<file path="config.mk">
export PLATFORM = sky130hd
export DESIGN_NAME = ualu_step
export DESIGN_NICKNAME = d
export VERILOG_FILES = /design/src/sv/ualu_pkg.sv /design/src/sv/ualu_step.sv
export SDC_FILE = /design/constraint.sdc
export NUM_CORES = 1
export LEC_CHECK = 0
export BUFFER_PORTS_ARGS = -buffer_cell sky130_fd_sc_hd__buf_2
export CELL_PAD_IN_SITES_DETAIL_PLACEMENT = 0
export CELL_PAD_IN_SITES_GLOBAL_PLACEMENT = 2
export CORE_MARGIN = 2
export CORE_UTILIZATION = 32
export CTS_CLUSTER_DIAMETER = 80
export DETAILED_ROUTE_END_ITERATION = 8
export PLACE_DENSITY = 0.87
export SYNTH_ARGS = -nofsm -noshare
export SYNTH_HDL_FRONTEND = slang
export SYNTH_SLANG_ARGS = --single-unit
</file>
<file path="constraint.sdc">
create_clock -name clk -period 0.9 [get_ports clk]
set_input_delay 0.18 -clock clk [delete_from_list [all_inputs] [get_ports clk]]
set_output_delay 0.18 -clock clk [all_outputs]
set_load 0.03 [all_outputs]
</file>
<file path="src/sv/ualu_pkg.sv">
`timescale 1ns / 1ps
`default_nettype none

package ualu_pkg;

    localparam int DATA_WIDTH_DEF = 32;
    localparam int OP_W = 3;

    typedef enum logic [OP_W-1:0] {
        OP_ADD = 3'd0,
        OP_SUB = 3'd1,
        OP_MUL = 3'd2,
        OP_DIV = 3'd3,
        OP_MOD = 3'd4,
        OP_INC = 3'd5,
        OP_NA6 = 3'd6,
        OP_NA7 = 3'd7
    } op_t;

endpackage

`default_nettype wire

</file>
<file path="src/sv/ualu_step.sv">
`timescale 1ns / 1ps
`default_nettype none

module ualu_step #(
    parameter int WIDTH = ualu_pkg::DATA_WIDTH_DEF,
    parameter int STEP  = 0
) (
    input  wire logic               clk,
    input  wire logic               rst_n,
    input  wire logic               en,
    input  wire logic               vld_in,
    input  wire ualu_pkg::op_t      op_in,
    input  wire logic [WIDTH-1:0]   a_in,
    input  wire logic [WIDTH-1:0]   b_in,
    input  wire logic [WIDTH:0]     acc_in,
    output logic                    vld_out,
    output ualu_pkg::op_t           op_out,
    output logic [WIDTH-1:0]        a_out,
    output logic [WIDTH-1:0]        b_out,
    output logic [WIDTH:0]          acc_out
);
    import ualu_pkg::*;

    localparam int BIT = WIDTH - 1 - STEP;

    logic             vld_reg;
    op_t              op_reg;
    logic [WIDTH-1:0] a_reg, b_reg, a_next;
    logic [WIDTH:0]   acc_reg, acc_next;
    logic [WIDTH:0]   rem_sh;
    logic [WIDTH:0]   rem_sub;
    logic             ge;
    logic [WIDTH-1:0] addend;

    // one restoring divide bit or one shift-add multiply bit, msb first
    always_comb
    begin
        rem_sh  = {acc_in[WIDTH-1:0], a_in[WIDTH-1]};
        rem_sub = rem_sh - {1'b0, b_in};
        ge      = (rem_sh >= {1'b0, b_in});
        addend  = b_in[BIT] ? a_in : '0;
        a_next  = a_in;
        acc_next = acc_in;
        unique case (op_in)
            OP_MUL:
                acc_next = {1'b0, {acc_in[WIDTH-2:0], 1'b0} + addend};
            OP_DIV, OP_MOD:
            begin
                a_next   = {a_in[WIDTH-2:0], ge};
                acc_next = ge ? rem_sub : rem_sh;
            end
            default:
                acc_next = acc_in;
        endcase
    end

    always_ff @(posedge clk or negedge rst_n)
    begin
        if (!rst_n)
            vld_reg <= 1'b0;
        else if (en)
            vld_reg <= vld_in;
    end

    always_ff @(posedge clk)
    begin
        if (en)
        begin
            op_reg  <= op_in;
            a_reg   <= a_next;
            b_reg   <= b_in;
            acc_reg <= acc_next;
        end
    end

    assign vld_out = vld_reg;
    assign op_out  = op_reg;
    assign a_out   = a_reg;
    assign b_out   = b_reg;
    assign acc_out = acc_reg;

endmodule

`default_nettype wire

</file>
==> results of run 1 <==
## per-layer routing
layer  part of all wire, %  wire [um]
met1                    45      13560
met2                    48      14640
met3                   4.9       1497
met4                   2.3        695
met5                     0          0
## power by group
| group | internal [mW] | switching (mW) |
|---|---|---|
| combinational | 4.55 | 4.56 |
| sequential | 5.75 | 0.226 |
| clock | 2.46 | 1.99 |
## sequential cells by signal, summed over array words and instances, names as in the netlist
register  cells
b_out        32
a_out        32
acc_out      33
op_out        3
vld_out       1
## worst max-delay path by stage
stage	startpoint	end	slack [ns]	depth (start not counted)
finish	b_in[31]	acc_out[31]	-1.66	13
global route	b_in[31]	acc_out[31]	-1.83	13
CTS	b_in[31]	acc_out[31]	-1.73	13
detailed placement	b_in[31]	acc_out[25]	-2.42	15
global placement	b_in[31]	acc_out[28]	-2.32	14
floorplan	b_in[31]	acc_out[31]	-1.79	12
## cell type report
class / instances / area share (%)
Multi-Input combinational cell: 691 / 39.36
Timing Repair Buffer: 556 / 33.40
Sequential cell: 101 / 20.80
Tap cell: 324 / 2.785
Clock buffer: 9 / 1.547
Inverter: 49 / 1.435
Clock inverter: 7 / 0.6704
## layout by cell type, fill, tap and decap left out, types with 28 or more instances in the layout
cell type  Yosys  routed
inv_1         49      40
a21oi_1       82      49
nand2_1      135      91
buf_2          4      93
buf_6          1     122
ha_1          62      33
nand2_2        0      36
a21oi_2        1      28
buf_4          0     283
edfxtp_1     100     100
nor2_1        55      37
## through the flow
step	instance area, sq um	TNS [ns]
detailed placement	11670	-93.37
global route	14560	-79.65
CTS	14170	-76.64
finish	14560	-73.35
global placement	11670	-91.58
floorplan	8334	-59.60
## timing repair
item                       in CTS  in global routing
resized for setup             409                 90
gates cloned                    5                  2
setup endpoints to repair     166                166
buffers inserted               36                 16
pin swaps                      62                 52
hold endpoints to repair       23                  0
hold buffers                   23                  0
## cell families (layout without fill, tap and decap cells)
kind of cell	Yosys count	count (layout)	share of synthesized area [%]
muxes	11	11	1.402
buffers and inverters	83	621	4.585
DFF	101	101	38.13
AOI/OAI and AO/OA	268	268	22.68
adders and majority gates	64	64	10.27
and+or+nand+nor	299	299	17.52
xor gates and xnor gates	49	49	5.405
==> flow_summary.yaml, run 1 <==
outcome:
  status: "finished, violations left"
  violations: "negative setup slack"
final_layout:
  finalCoreUtilization_pct: 59.86
  seqCellArea_sq_um: 3028
  layout.cells.non_filler: 1737
  drive_above_1_share_pct: 54.21
  num_antenna_cells: 0
  area_growth_pct: 83.34
  multi_input_area_sq_um: 5731
  fillers: 2069
  num-nets-final: 1576
routing:
  drt-wirelength-per-cell_um: 17.50
  vias: 8723
  drt_first_pass_iters: 5
  first_iter_violations: 463
  via_per_inst: 5.022
  drt-total-wl_um: 30390
  final_antenna_net_count: 0
  drc: 0
global_routing:
  grt_pass1_vias: 9143
  grt_max_degree: 46
  busiest_layer: "met2"
  grtUsageMet2_pct: 39.86
  gr-usage-all-layers_pct: 23.25
  gr-usage-met1_pct: 29.84
  grt_use_met3_pct: 3.621
  grt_pass1_wl_um: 47670
  antenna_found_initial: 0
  grt-ovfl-total: 0
setup_path:
  regToRegSetupSlack_ns: 0.14
  cp-start-kind: "input pin"
  crit_buf_inv: 2
  path_cells: "buf_12, and2_4, ha_4, a211oi_4, o211ai_1, a221oi_2, buf_4, or3b_4, a311oi_4, o21ai_2, a21oi_2, mux2i_1, nand3_1"
  crit_fanout: 8
  cp-end-kind: "flip-flop"
  slowest_delay_ns: 0.38
  critical_path_required_ns: 1.01
  reg2reg_depth: 1
  r2r_end: "vld_out"
  critPathSlowestCell: "or3b_4"
  critical_path_class: "in2reg"
  reg2reg_from: "vld_out"
  worst_ep_arrival_time_ns: 2.67
  path_delay_family: "compound AO/OA/AOI/OAI gates"
cts:
  root_buffer: "clkbuf_16"
  clkTransAtPathRegs_ns: 0.08
  tritoncts: "done"
  h-tree-depth: 3
  clockBufferDepth: 2
  cts_made_buffers: 9
  insertion_delay_ns: 0.37
  cts.sinks: 101
die:
  rows: 57
  ios: 205
  die_height_um: 161.5
  core_area_sq_um: 24320
  die-area_sq_um: 26090
  start_util_pct: 32.65
  die_w_um: 161.5
timing:
  drv_slew: 0
  fmax_mhz: 390.9
  finalHoldViolCount: 0
  fin_ws_ns: -1.658
  worst_pin_slew_ns: 0.4238
  fin_crit_ns: 2.558
  setup_viol: 166
  rsz0062_at_grt: "yes"
  fin_crit_sh_pct: 284.2
  finalClockSkew_ns: 0
  slew_headroom_pct: 71.72
  hold_ws_ns: 0.006663
logic_synthesis:
  syn_inst: 875
  synth_area_leader_cell: "edfxtp_1"
  synth_edf_count: 100
  ys_warn_count: 0
  synth_common_cells: "135 x nand2_1, 100 x edfxtp_1, 82 x a21oi_1, 62 x ha_1, 55 x nor2_1"
  yosys_most_used_dff: "edfxtp_1"
  syn_area_per_cell_sq_um: 9.074
  synth.most_common_cell: "nand2_1"
  async_flop_share_pct: 0.9901
  synth.distinct_cells: 79
  ys_ff_latch: 101
  synth_top_area_share_pct: 37.82
  synth_nets: 1043
  syn_area_sq_um: 7940
  synthTopCellsByArea: "edfxtp_1 38%, ha_1 9.8%, nand2_1 6.4%"
  seq_area_frac_synth_pct: 38.13
power:
  power_density_nw_per_um2: 1342
  finalPower_mw: 19.54
  ir_drop_v: 0.0007751
  p_leak_nw: 6.516
worst_hold_path:
  hold_path.class: "in2reg"
  min_path_cells: 1
  min_to: "op_out[2]"
  hp-start: "op_in[2]"
place:
  dp_cells: 1652
  dp_slack_ns: -2.424
  gp_congestion: 0.8709
  port_buffers: 204
  dp_hpwl_um: 22560
run:
  maxCapViolations: 0
No activity file was read; power rests on OpenSTA's default activity.
==> inputs of run 2 (changes only) <==
--- a/config.mk
+++ b/config.mk
@@ -8,11 +8,12 @@
 export BUFFER_PORTS_ARGS = -buffer_cell sky130_fd_sc_hd__buf_2
 export CELL_PAD_IN_SITES_DETAIL_PLACEMENT = 0
 export CELL_PAD_IN_SITES_GLOBAL_PLACEMENT = 2
-export CORE_MARGIN = 2
+export CORE_MARGIN = 4
 export CORE_UTILIZATION = 32
 export CTS_CLUSTER_DIAMETER = 80
 export DETAILED_ROUTE_END_ITERATION = 8
 export PLACE_DENSITY = 0.87
+export SLEW_MARGIN = 10
 export SYNTH_ARGS = -nofsm -noshare
 export SYNTH_HDL_FRONTEND = slang
 export SYNTH_SLANG_ARGS = --single-unit
==> run 2 against run 1 <==
The run still ends with negative setup slack left; register-to-register slack barely moved; count of clock-buffer cells in the layout is the same; sequential power about the same; clock skew did not move.
==> flow_summary.yaml, run 2 (synthesized netlist as in run 1, its figures left out) <==
cts:
  h-tree-depth: 3
  insertion_delay_ns: 0.36
  cts.sinks: 101
  root_buffer: "clkbuf_16"
  tritoncts: "done"
  clkTransAtPathRegs_ns: 0.08
  clockBufferDepth: 2
  cts_made_buffers: 9
power:
  p_leak_nw: 6.504
  finalPower_mw: 19.71
  ir_drop_v: 0.0007171
  power_density_nw_per_um2: 1349
die:
  die_w_um: 165.5
  die_height_um: 165.5
  start_util_pct: 32.55
  ios: 205
  die-area_sq_um: 27400
  core_area_sq_um: 24390
  rows: 57
final_layout:
  seqCellArea_sq_um: 3028
  layout_common_cells: "294 x buf_4, 131 x buf_6, 108 x nand2_1"
  num_antenna_cells: 0
  layout.cells.non_filler: 1738
  largest_register_ffs: 33
  area_growth_pct: 84.05
  num-nets-final: 1577
  finalCoreUtilization_pct: 59.92
  layout_commonest_cell: "buf_4"
  drive_above_1_share_pct: 54.81
  multi_input_area_sq_um: 5833
  fillers: 2036
setup_path:
  critical_path_required_ns: 1.01
  crit_fanout: 8
  critical_path_class: "in2reg"
  regToRegSetupSlack_ns: 0.14
  worst_ep_arrival_time_ns: 2.65
  cp-end-kind: "flip-flop"
  cp-start-kind: "input pin"
timing:
  worst_pin_slew_ns: 0.4217
  setup_viol: 165
  fin_crit_sh_pct: 282.2
  finalHoldViolCount: 0
  drv_slew: 0
  rsz0062_at_grt: "yes"
  hold_ws_ns: 0.008979
  finalClockSkew_ns: 0
  slew_headroom_pct: 71.59
  fin_crit_ns: 2.540
  fin_ws_ns: -1.640
  fmax_mhz: 393.7
global_routing:
  grt_max_degree: 38
  grt_pass1_vias: 8828
  grt_pass1_wl_um: 46290
  gr-usage-all-layers_pct: 21.61
  antenna_found_initial: 2
  grt-ovfl-total: 0
routing:
  drt_first_pass_iters: 7
  vias: 8783
  drt-wirelength-per-cell_um: 17.90
  final_antenna_net_count: 0
  drt-total-wl_um: 31100
  drc: 0
  first_iter_violations: 560
  via_per_inst: 5.054
place:
  dp_cells: 1647
  dp_hpwl_um: 23040
  gp_congestion: 0.8765
  dp_slack_ns: -2.343
  port_buffers: 204
outcome:
  status: "finished, violations left"
  violations: "negative setup slack"
worst_hold_path:
  hold_path.class: "in2reg"
run:
  maxCapViolations: 0
## run 2: cell types whose count changed in the layout (fill, tap and decap cells not counted), moves of 4 or more
cell | previous run | this run
buf_4 | 283 | 294
buf_6 | 122 | 131
buf_8 | 13 | 6
dlygate4sd3_1 | 23 | 11
nand2_1 | 91 | 108
nand2_2 | 36 | 18
nor2_1 | 37 | 32
nor2_2 | 5 | 9
## run 2: final timing paths
check                          from     endpoint  depth (start not counted)
max                        b_in[31]  acc_out[31]                         13
min                        b_in[28]    b_out[28]                          1
min reg2reg                 vld_out      vld_out                          1
min in group asynchronous     rst_n      vld_out                          2
max reg2reg                 vld_out      vld_out                          1
max in group asynchronous     rst_n      vld_out                          2
## run 2: timing repair
action                     CTS  global route
resized for setup          353           142
hold endpoints to repair     9             2
cloned                       4             2
pin swaps                   62            94
setup endpoints to repair  166           165
hold buffers                 9             2
setup buffers               28            36
## run 2: critical path, stage by stage
cell and delay, ns:
buf_12 0.12, and2_4 0.14, ha_4 0.22, a211oi_4 0.21
o211ai_1 0.15, a221oi_2 0.25, buf_4 0.16, or3b_4 0.39
a311oi_4 0.29, o21ai_2 0.10, a21oi_2 0.14, mux2i_1 0.20
nand3_1 0.09
## run 2: cell type report
cell class	instances	share of cell area, %
Sequential cell	101	20.72
Multi-Input combinational cell	691	39.91
Timing Repair Buffer	557	32.95
Inverter	49	1.430
Tap cell	324	2.774
Clock buffer	9	1.541
Clock inverter	7	0.6678
## run 2: per-stage QoR
| stage | TNS (ns) | instance area [sq um] |
|---|---|---|
| 3_3_place_gp | -90.45 | 11650 |
| 5_1_grt | -84.47 | 14610 |
| 4_1_cts | -75.03 | 13750 |
| 3_5_place_dp | -91.48 | 11650 |
| 6_report | -76.11 | 14610 |
| 2_1_floorplan | -59.60 | 8334 |
## run 2: where the power goes
group / switching, mW / leakage, nW / internal (mW)
logic: 4.67 / 5.36 / 4.63
clock network: 1.97 / 0.154 / 2.46
registers: 0.227 / 0.988 / 5.75
total: 6.87 / 6.50 / 12.8
## run 2: per-layer routing
layer  global-route usage, %  vias up  wire (um)
li1                        -     4280          -
met1                   28.15     4242      13360
met2                   37.68      231      15640
met3                   3.797       28       1694
met4                   4.537        2        393
met5                       0        -         13
