<file path="config.mk">
export PLATFORM = sky130hd
export DESIGN_NAME = ualu_front
export DESIGN_NICKNAME = d
export VERILOG_FILES = /design/src/sv/ualu_pkg.sv /design/src/sv/ualu_front.sv
export SDC_FILE = /design/constraint.sdc
export NUM_CORES = 1
export LEC_CHECK = 0
export BUFFER_PORTS_ARGS = -buffer_cell sky130_fd_sc_hd__buf_4
export CORE_AREA = 2 2 129 118
export CTS_CLUSTER_DIAMETER = 200
export DETAILED_ROUTE_END_ITERATION = 7
export DIE_AREA = 0 0 131 120
export GPL_TIMING_DRIVEN = 0
export PLACE_DENSITY = 0.76
export SLEW_MARGIN = 25
export SYNTH_ARGS = -nofsm -noshare
export SYNTH_HDL_FRONTEND = slang
export SYNTH_SLANG_ARGS = --single-unit
</file>
<file path="constraint.sdc">
create_clock -name clk -period 0.8 [get_ports clk]
set_clock_uncertainty 0.15 [all_clocks]
set_input_delay 0.16 -clock clk [delete_from_list [all_inputs] [get_ports clk]]
set_output_delay 0.16 -clock clk [all_outputs]
set_load 0.02 [all_outputs]
</file>
<file path="src/sv/ualu_pkg.sv">
`timescale 1ns / 1ps
`default_nettype none

package ualu_pkg;

    localparam int DATA_WIDTH_DEF = 32;
    localparam int OP_W = 3;

    typedef enum logic [OP_W-1:0] {
        OP_ADD = 3'd0,
        OP_SUB = 3'd1,
        OP_MUL = 3'd2,
        OP_DIV = 3'd3,
        OP_MOD = 3'd4,
        OP_INC = 3'd5,
        OP_NA6 = 3'd6,
        OP_NA7 = 3'd7
    } op_t;

endpackage

`default_nettype wire

</file>
<file path="src/sv/ualu_front.sv">
`timescale 1ns / 1ps
`default_nettype none

module ualu_front #(
    parameter int WIDTH = ualu_pkg::DATA_WIDTH_DEF
) (
    input  wire logic               clk,
    input  wire logic               rst_n,
    input  wire logic               en,
    input  wire logic               vld_in,
    input  wire ualu_pkg::op_t      op_in,
    input  wire logic [WIDTH-1:0]   a_in,
    input  wire logic [WIDTH-1:0]   b_in,
    output logic                    vld_out,
    output ualu_pkg::op_t           op_out,
    output logic [WIDTH-1:0]        a_out,
    output logic [WIDTH-1:0]        b_out,
    output logic [WIDTH:0]          acc_out
);
    import ualu_pkg::*;

    logic             vld_reg;
    op_t              op_reg;
    logic [WIDTH-1:0] a_reg, b_reg;
    logic [WIDTH:0]   acc_reg, acc_next;
    logic [WIDTH:0]   diff;

    // simple operations finish here; the step chain carries them through
    always_comb
    begin
        diff = {1'b0, a_in} - {1'b0, b_in};
        unique case (op_in)
            OP_ADD:  acc_next = {1'b0, a_in + b_in};
            OP_SUB:  acc_next = diff[WIDTH] ? '0 : {1'b0, diff[WIDTH-1:0]};
            OP_INC:  acc_next = {1'b0, a_in + {{(WIDTH-1){1'b0}}, 1'b1}};
            default: acc_next = '0;
        endcase
    end

    always_ff @(posedge clk or negedge rst_n)
    begin
        if (!rst_n)
            vld_reg <= 1'b0;
        else if (en)
            vld_reg <= vld_in;
    end

    always_ff @(posedge clk)
    begin
        if (en)
        begin
            op_reg  <= op_in;
            a_reg   <= a_in;
            b_reg   <= b_in;
            acc_reg <= acc_next;
        end
    end

    assign vld_out = vld_reg;
    assign op_out  = op_reg;
    assign a_out   = a_reg;
    assign b_out   = b_reg;
    assign acc_out = acc_reg;

endmodule

`default_nettype wire

</file>
==> results by group, run 1 <==
Synth
  • Number of warnings reported in the yosys synthesis log: 0
  • Share of Yosys cell area claimed by the top area cell type: 0.431
  • Flop and latch count out of synthesis: 100
  • EDFF count, synth: 99
  • Average footprint of a synthesized cell: 10.9 sq um
  • Count of unique library cells instantiated by Yosys: 69
  • Synth Flop Type: edfxtp_1
  • Synth Net Count: 772
  • Mapped Cells: roughly 640
  • Cell with the most instances after synthesis: edfxtp_1
  • Largest cells by area after synthesis: edfxtp_1 (43%), ha_1 (11%), a21oi_1 (3.9%)
  • Top cell type by total area after synthesis: edfxtp_1
  • Post-synthesis instance area: 0.00691 sq mm
  • Share of synthesized flip-flops with an asynchronous set or reset: 0.0100
  • Most instantiated cells after synthesis: edfxtp_1 (99), ha_1 (63), a21oi_1 (54)
  • Sequential element share of the synthesized area: 0.434

Routing
  • Total Routed Length: approximately 20 mm
  • Post-detailed-route DRC marker count: 0
  • Met3 WL post-DR: around 1.2 mm
  • Detailed router's first-iteration violation count: between 300 and 400
  • Average via count per standard cell: 5.59
  • Top layer reached by signal wires: met4
  • Total number of vias: roughly 6,000
  • Pre-Repair DR Iteration Count: 4
  • DRT met1 WL: between 8 and 9 mm
  • Residual antenna-violating net count after detailed routing: 0
  • Met2 layer wire length in the routed design: between 10 and 15 mm
  • Wire length per cell: 18.7 um

Layout
  • Final std cells w/o fill: ~1,100
  • Layout overhead on the synthesized area: 50.7%
  • Antenna diodes: 0
  • Nets@finish: 1,002
  • Non-Filler Cell Area, Final: between 0.01 and 0.015 sq mm
  • Fraction of final layout cells sized beyond drive strength 1: 0.427

Global routing
  • Antenna violations before repair: 0
  • Total GRT Usage: 0.252
  • Global route overflow: 0
  • Maximum number of pins on one net before global-route repair: 101
  • Vias in the first global route: between 6,000 and 7,000
  • Global-route wire length before repair: slightly above 30 mm

Placed design
  • Port Buffer Count: 170
  • Dpl cells: 1,004
  • Final RePlAce weighted congestion: ~0.94
  • Detail Placement HPWL: ~14 mm
  • Total placed instance area: ~0.0086 sq mm

Floorplan
  • Initial Utilization: 0.478
  • CORE AREA: 0.0145 sq mm
  • Horizontal die dimension: about 130 um
  • Row cnt: 42
  • Boundary pin count: 172
  • Vertical die dimension: 120 um
  • Die footprint: ~0.016 sq mm

STA
  • Final worst-path setup slack: -2.21 ns
  • Hold slack final: -0.160 ns
  • Unrepaired setup endpoints after global routing: true
  • Share of the clock period used by the worst path: 3.76
  • Number of max-slew violations in the final report: 0
  • Maximum clock frequency: 0.332 GHz
  • Number of setup violations in the final report: around 130
  • Final hold violation count: between 60 and 70
  • Headroom to the max-slew limit: 0.299
  • Transition at the pin with the smallest max-transition slack: 1.05 ns
  • Clock period minus worst slack: 3.01 ns

Setup path
  • CP startpoint kind: input port
  • Capturing element type of the critical path: register
  • Critical path fanouts, max: 10
  • Arrival time of data at the critical path endpoint: just under 3 ns
  • Endpoint required time on the critical path: just over 0.7 ns
  • CP Class: input port to register

Power and ir drop
  • Power density of the placed cells: 1800 mW/mm^2
  • Max IR drop VDD: 2.15 mV
  • Static leakage: 4.41 nW

Clock tree
  • Number of levels in the clock H-tree: 3
  • # clock sinks: 100
  • Total CTS buffers: 9
  • Count of hold-fix buffers inserted at cts: 1
  • CTS Buffer Depth: 2
  • Source-to-sink clock delay at the later pin of the worst-skew pair: 0.35 ns
  • TritonCTS clock tree: done
  • Clock transition at path regs: around 0.08 ns
  • Buffer type at the clock tree root: clkbuf_16

Outcome
  • Outcome: finished with violations
  • Failing checks: hold timing, setup timing

Run
  • Max-cap violations: 0

Hold path
  • Class of the tightest hold or removal check: input port to register
## registers in the layout, indices dropped and copies added, names as in the netlist
| signal | count |
|---|---|
| a_out | 32 |
| acc_out | 32 |
| b_out | 32 |
| op_out | 3 |
| vld_out | 1 |
## critical path: stages
cell	delay (ns)
buf_8	0.10
nand3b_1	0.19
buf_6	0.16
clkbuf_8	0.16
and2_4	0.17
ha_4	0.25
a21oi_4	0.21
nand2_2	0.11
nor4_4	0.36
a2111oi_4	0.09
o31ai_4	0.36
a31oi_2	0.15
o21ai_1	0.20
xnor2_1	0.15
o22ai_1	0.09
## cells by family (layout without fill, tap and decap cells)
group | after synthesis | count (layout) | synth area share
AOI/OAI and AO/OA | 203 | 203 | 0.221
and+or+nand+nor | 147 | 147 | 0.113
DFF | 100 | 100 | 0.434
adders and majority gates | 65 | 65 | 0.120
buffers and inverters | 63 | 298 | 0.0384
xor gates and xnor gates | 56 | 56 | 0.0710
other | 1 | 1 | 0.000543
muxes | 1 | 1 | 0.00163
## cell type report
| class | count | area, sq um |
|---|---|---|
| repair buffers | 222 | 2140 |
| plain buffers | 9 | 100 |
| clock inverters | 6 | 136 |
| multi-input cells | 473 | 4340 |
| clock buffers | 10 | 229 |
| fillers | 1005 | 4050 |
| flip-flops and latches | 100 | 3000 |
| inverters | 51 | 206 |
| well taps | 198 | 248 |
## cell usage in the layout, fill, tap and decap left out, drive strengths merged, types with 3 or more instances in the layout
cell type / netlist / layout
o32ai: 4 / 4
edfxtp: 99 / 99
nand2b: 12 / 12
a31oi: 11 / 11
and2: 36 / 36
o31ai: 5 / 5
buf: 6 / 224
nor2b: 4 / 4
o21bai: 5 / 5
nand4: 3 / 3
xnor2: 30 / 30
a21o: 28 / 28
bufinv: 0 / 4
inv: 51 / 51
a21boi: 3 / 3
a211oi: 5 / 5
nor2: 19 / 19
clkbuf: 6 / 16
o22ai: 28 / 28
nor4: 3 / 3
a21oi: 56 / 56
o211ai: 3 / 3
nand3: 12 / 12
ha: 63 / 63
xor2: 26 / 26
nand2: 43 / 43
o21ai: 37 / 37
and3: 5 / 5
nor3: 5 / 5
## metrics by stage
stage | setup TNS [ns] | util | power [mW] | setup slack [ns]
3_3_place_gp | -161.43 | 0.597 | 11.9 | -2.76
6_report | -106.11 | 0.720 | 18.7 | -2.21
2_1_floorplan | -60.62 | - | 10.1 | -2.04
5_1_grt | -111.16 | 0.720 | 19.5 | -2.33
4_1_cts | -106.25 | 0.703 | 18.4 | -2.21
3_5_place_dp | -142.85 | 0.597 | 12.0 | -2.80
## what timing repair did
action                                  in CTS  in global routing
resized for setup                          177                 49
endpoints found under the setup margin     232                133
gates cloned                                 3                  0
buffers inserted                            39                 13
hold endpoints to repair                    69                 68
pin swaps                                   50                 38
## per-layer routing
layer / up-vias / track usage
met1: 2910 / 0.325
li1: 2819 / -
met5: - / 0
met2: 215 / 0.424
met3: 30 / 0.0499
met4: 0 / 0.0785
## power by group
group | switching [mW] | internal (mW) | total (mW) | leakage [nW]
clock | 1.94 | 3.38 | 5.32 | 0.173
combinational | 3.61 | 3.26 | 6.87 | 3.27
sequential | 0.226 | 6.33 | 6.55 | 0.973
## worst paths after layout
| path | from | slack [ns] | cells past startpoint | to |
|---|---|---|---|---|
| worst max register to register | vld_out$_DFFE_PN0P_ | -0.12 | 1 | vld_out$_DFFE_PN0P_ |
| max in group asynchronous | rst_n | 0.46 | 2 | vld_out$_DFFE_PN0P_ |
| min in group asynchronous | rst_n | -0.05 | 2 | vld_out$_DFFE_PN0P_ |
| worst max-delay path | op_in[1] | -2.21 | 15 | acc_out[31]$_DFFE_PP_ |
| worst min-delay path | b_in[7] | -0.16 | 1 | b_out[7]$_DFFE_PP_ |
| worst min register to register | vld_out$_DFFE_PN0P_ | 0.38 | 1 | vld_out$_DFFE_PN0P_ |
Note: power is estimated with default switching activity, not from simulation.
==> run 2: changes to the inputs <==
--- a/config.mk
+++ b/config.mk
@@ -10,7 +10,6 @@
 export CTS_CLUSTER_DIAMETER = 200
 export DETAILED_ROUTE_END_ITERATION = 7
 export DIE_AREA = 0 0 131 120
-export GPL_TIMING_DRIVEN = 0
 export PLACE_DENSITY = 0.76
 export SLEW_MARGIN = 25
 export SYNTH_ARGS = -nofsm -noshare
==> run 2 against run 1 <==
  * The flow still finishes with violations (hold timing, setup timing)
  * Cell count up 16%
  * Largest power group unchanged
  * Sequential share of layout area down 3.2 points
  * Critical endpoint unchanged
  * Utilization up 9.0 points
  * Fmax up 5.1%
  * Design area up 13%
==> results by group, run 2 (same netlist as run 1, synthesis figures left out) <==
Outcome
  • Outcome: finished with violations
  • Failing checks: hold timing, setup timing

Setup path
  • CP delay by family, top: compound AO/OA/AOI/OAI gates
  • Endpoint required time on the critical path: ~0.75 ns
  • Crit path largest cell delay: between 0.3 and 0.4 ns
  • Minimum setup slack among reg-to-reg paths: -0.13 ns
  • Capturing element type of the critical path: register
  • CP Class: input port to register
  • Arrival time of data at the critical path endpoint: 2.82 ns
  • Crit path max-delay cell type: nor4_4
  • Critical path fanouts, max: 16
  • CP startpoint kind: input port
  • Buffering stage count on the worst path with inverters included: 3
  • Ordered cell list for the critical path: buf_6, nand3b_1, buf_6, buf_12, and2_4, ha_4, a21oi_4, nand2_2, nor4_4, a2111oi_4, o31ai_4, a31oi_1, o21ai_1, xnor2_1, o22ai_1
  • Most used cell, CP: buf_6

Floorplan
  • Vertical die dimension: 120 um
  • Horizontal die dimension: between 100 and 150 um
  • Row cnt: between 40 and 50
  • Die footprint: 0.0157 sq mm
  • Initial Utilization: 0.478
  • CORE AREA: ~0.014 sq mm
  • Boundary pin count: around 170

Routing
  • Average via count per standard cell: roughly 5.5
  • Total number of vias: around 6,900
  • Wire length per cell: between 15 and 20 um
  • Detailed router's first-iteration violation count: approximately 610
  • Residual antenna-violating net count after detailed routing: 0
  • Total Routed Length: ~24 mm
  • Pre-Repair DR Iteration Count: 5
  • Post-detailed-route DRC marker count: 0

Power and ir drop
  • Switch share: 0.329
  • Portion of total power attributed to sequential cells: 0.341
  • Combinational power share: 0.429
  • Internal power contribution: ~13 mW
  • Clock power frac: 0.230
  • Static leakage: 5.21 nW
  • Net Switching: approximately 6.3 mW
  • Power density of the placed cells: ~1600 mW/mm^2
  • Max IR drop VDD: 1.73 mV

Layout
  • Antenna diodes: 0
  • Nets@finish: about 1,200
  • Fraction of final layout cells sized beyond drive strength 1: 0.528
  • Commonest cells after routing, fill and taps aside: buf_4 (285), buf_6 (105), edfxtp_1 (99), inv_1 (47), ha_1 (45)
  • Count of filler cells inserted in the layout: 828
  • Layout overhead on the synthesized area: 69.5%
  • Most frequent standard cell in the layout excluding fill and tap cells: buf_4
  • Core utilization of the finished layout: 0.810

STA
  • Number of max-slew violations in the final report: 0
  • Final hold violation count: 68
  • Clock period minus worst slack: roughly 2.9 ns
  • Number of setup violations in the final report: 133
  • Hold slack final: -0.153 ns
  • Share of the clock period used by the worst path: 3.58
  • Maximum clock frequency: 0.349 GHz
  • Final worst-path setup slack: -2.06 ns
  • Unrepaired setup endpoints after global routing: true

Hold path
  • Class of the tightest hold or removal check: input port to register

Clock tree
  • Buffer type at the clock tree root: clkbuf_16
  • Clock transition at path regs: 0.07 ns
  • TritonCTS clock tree: done
  • Count of hold-fix buffers inserted at cts: 1
  • Source-to-sink clock delay at the later pin of the worst-skew pair: approximately 0.35 ns
  • # clock sinks: 100
  • CTS Buffer Depth: 2
  • Number of levels in the clock H-tree: 3
  • Total CTS buffers: 9

Global routing
  • Vias in the first global route: slightly above 7,000
  • Antenna violations before repair: 0
  • Maximum number of pins on one net before global-route repair: between 40 and 50
  • Total GRT Usage: 0.296
  • Global route overflow: 0
  • Global-route wire length before repair: approximately 36 mm

Placed design
  • Final RePlAce weighted congestion: about 0.90
  • Port Buffer Count: between 150 and 200
  • Detail Placement HPWL: 16.6 mm

Run
  • Max-cap violations: 0
==> run 2: changes by cell type in the layout (fill, tap and decap cells not counted), moves of 4 or more <==
cell     change
buf_12       +5
buf_4      +177
buf_6        -4
nor2_2       +4
o22ai_2     -11
o22ai_4     +11
==> run 2: final timing paths <==
kind	cells past startpoint	startpoint	end
worst max-delay path	15	op_in[1]	acc_out[31]$_DFFE_PP_
worst min-delay path	1	b_in[25]	b_out[25]$_DFFE_PP_
worst max register to register	1	vld_out$_DFFE_PN0P_	vld_out$_DFFE_PN0P_
worst min register to register	1	vld_out$_DFFE_PN0P_	vld_out$_DFFE_PN0P_
max in group asynchronous	2	rst_n	vld_out$_DFFE_PN0P_
min in group asynchronous	2	rst_n	vld_out$_DFFE_PN0P_
==> run 2: final cells by class <==
class	count	area [sq um]	share of cell area
sequential	100	3000	0.256
clock inverter	6	65.1	0.00556
inverter	51	204	0.0174
timing repair buffer	403	3580	0.306
multi-input combinational	473	4380	0.374
clock buffer	10	229	0.0196
tap	198	248	0.0212
==> run 2: per-layer routing <==
metal	wire (um)	track usage	up-vias
met4	667	0.0938	0
met5	0	0	-
met1	9480	0.362	3322
met2	12100	0.523	299
li1	-	-	3174
met3	1580	0.0557	60
==> run 2: stage by stage <==
stage	total power, mW	setup WS (ns)	std cells	TNS [ns]	instance area [sq um]
after detailed placement	13.3	-2.42	1196	-98.25	10100
after global placement	13.1	-2.41	1196	-94.16	10100
after global routing	20.0	-2.18	1241	-107.51	11700
after floorplan	10.1	-2.04	636	-60.62	7100
final	19.3	-2.06	1241	-102.19	11700
after CTS	18.7	-1.98	1238	-100.58	11400
==> run 2: repair_timing <==
| action | CTS | global route |
|---|---|---|
| pin swaps | 37 | 33 |
| hold endpoints to repair | 68 | 68 |
| setup buffers | 22 | 5 |
| endpoints found under the setup margin | 133 | 133 |
| resized for setup | 166 | 49 |
| cloned | 3 | 0 |
==> run 2: power by group through the flow <==
| stage | sequential [mW] | combinational, mW | clock, mW |
|---|---|---|---|
| floorplan | 7.18 | 2.97 | 0 |
| global placement | 6.56 | 6.59 | 0 |
| detailed placement | 6.58 | 6.74 | 0 |
| CTS | 6.56 | 7.66 | 4.46 |
| global route | 6.61 | 8.76 | 4.60 |
| finish | 6.57 | 8.26 | 4.43 |
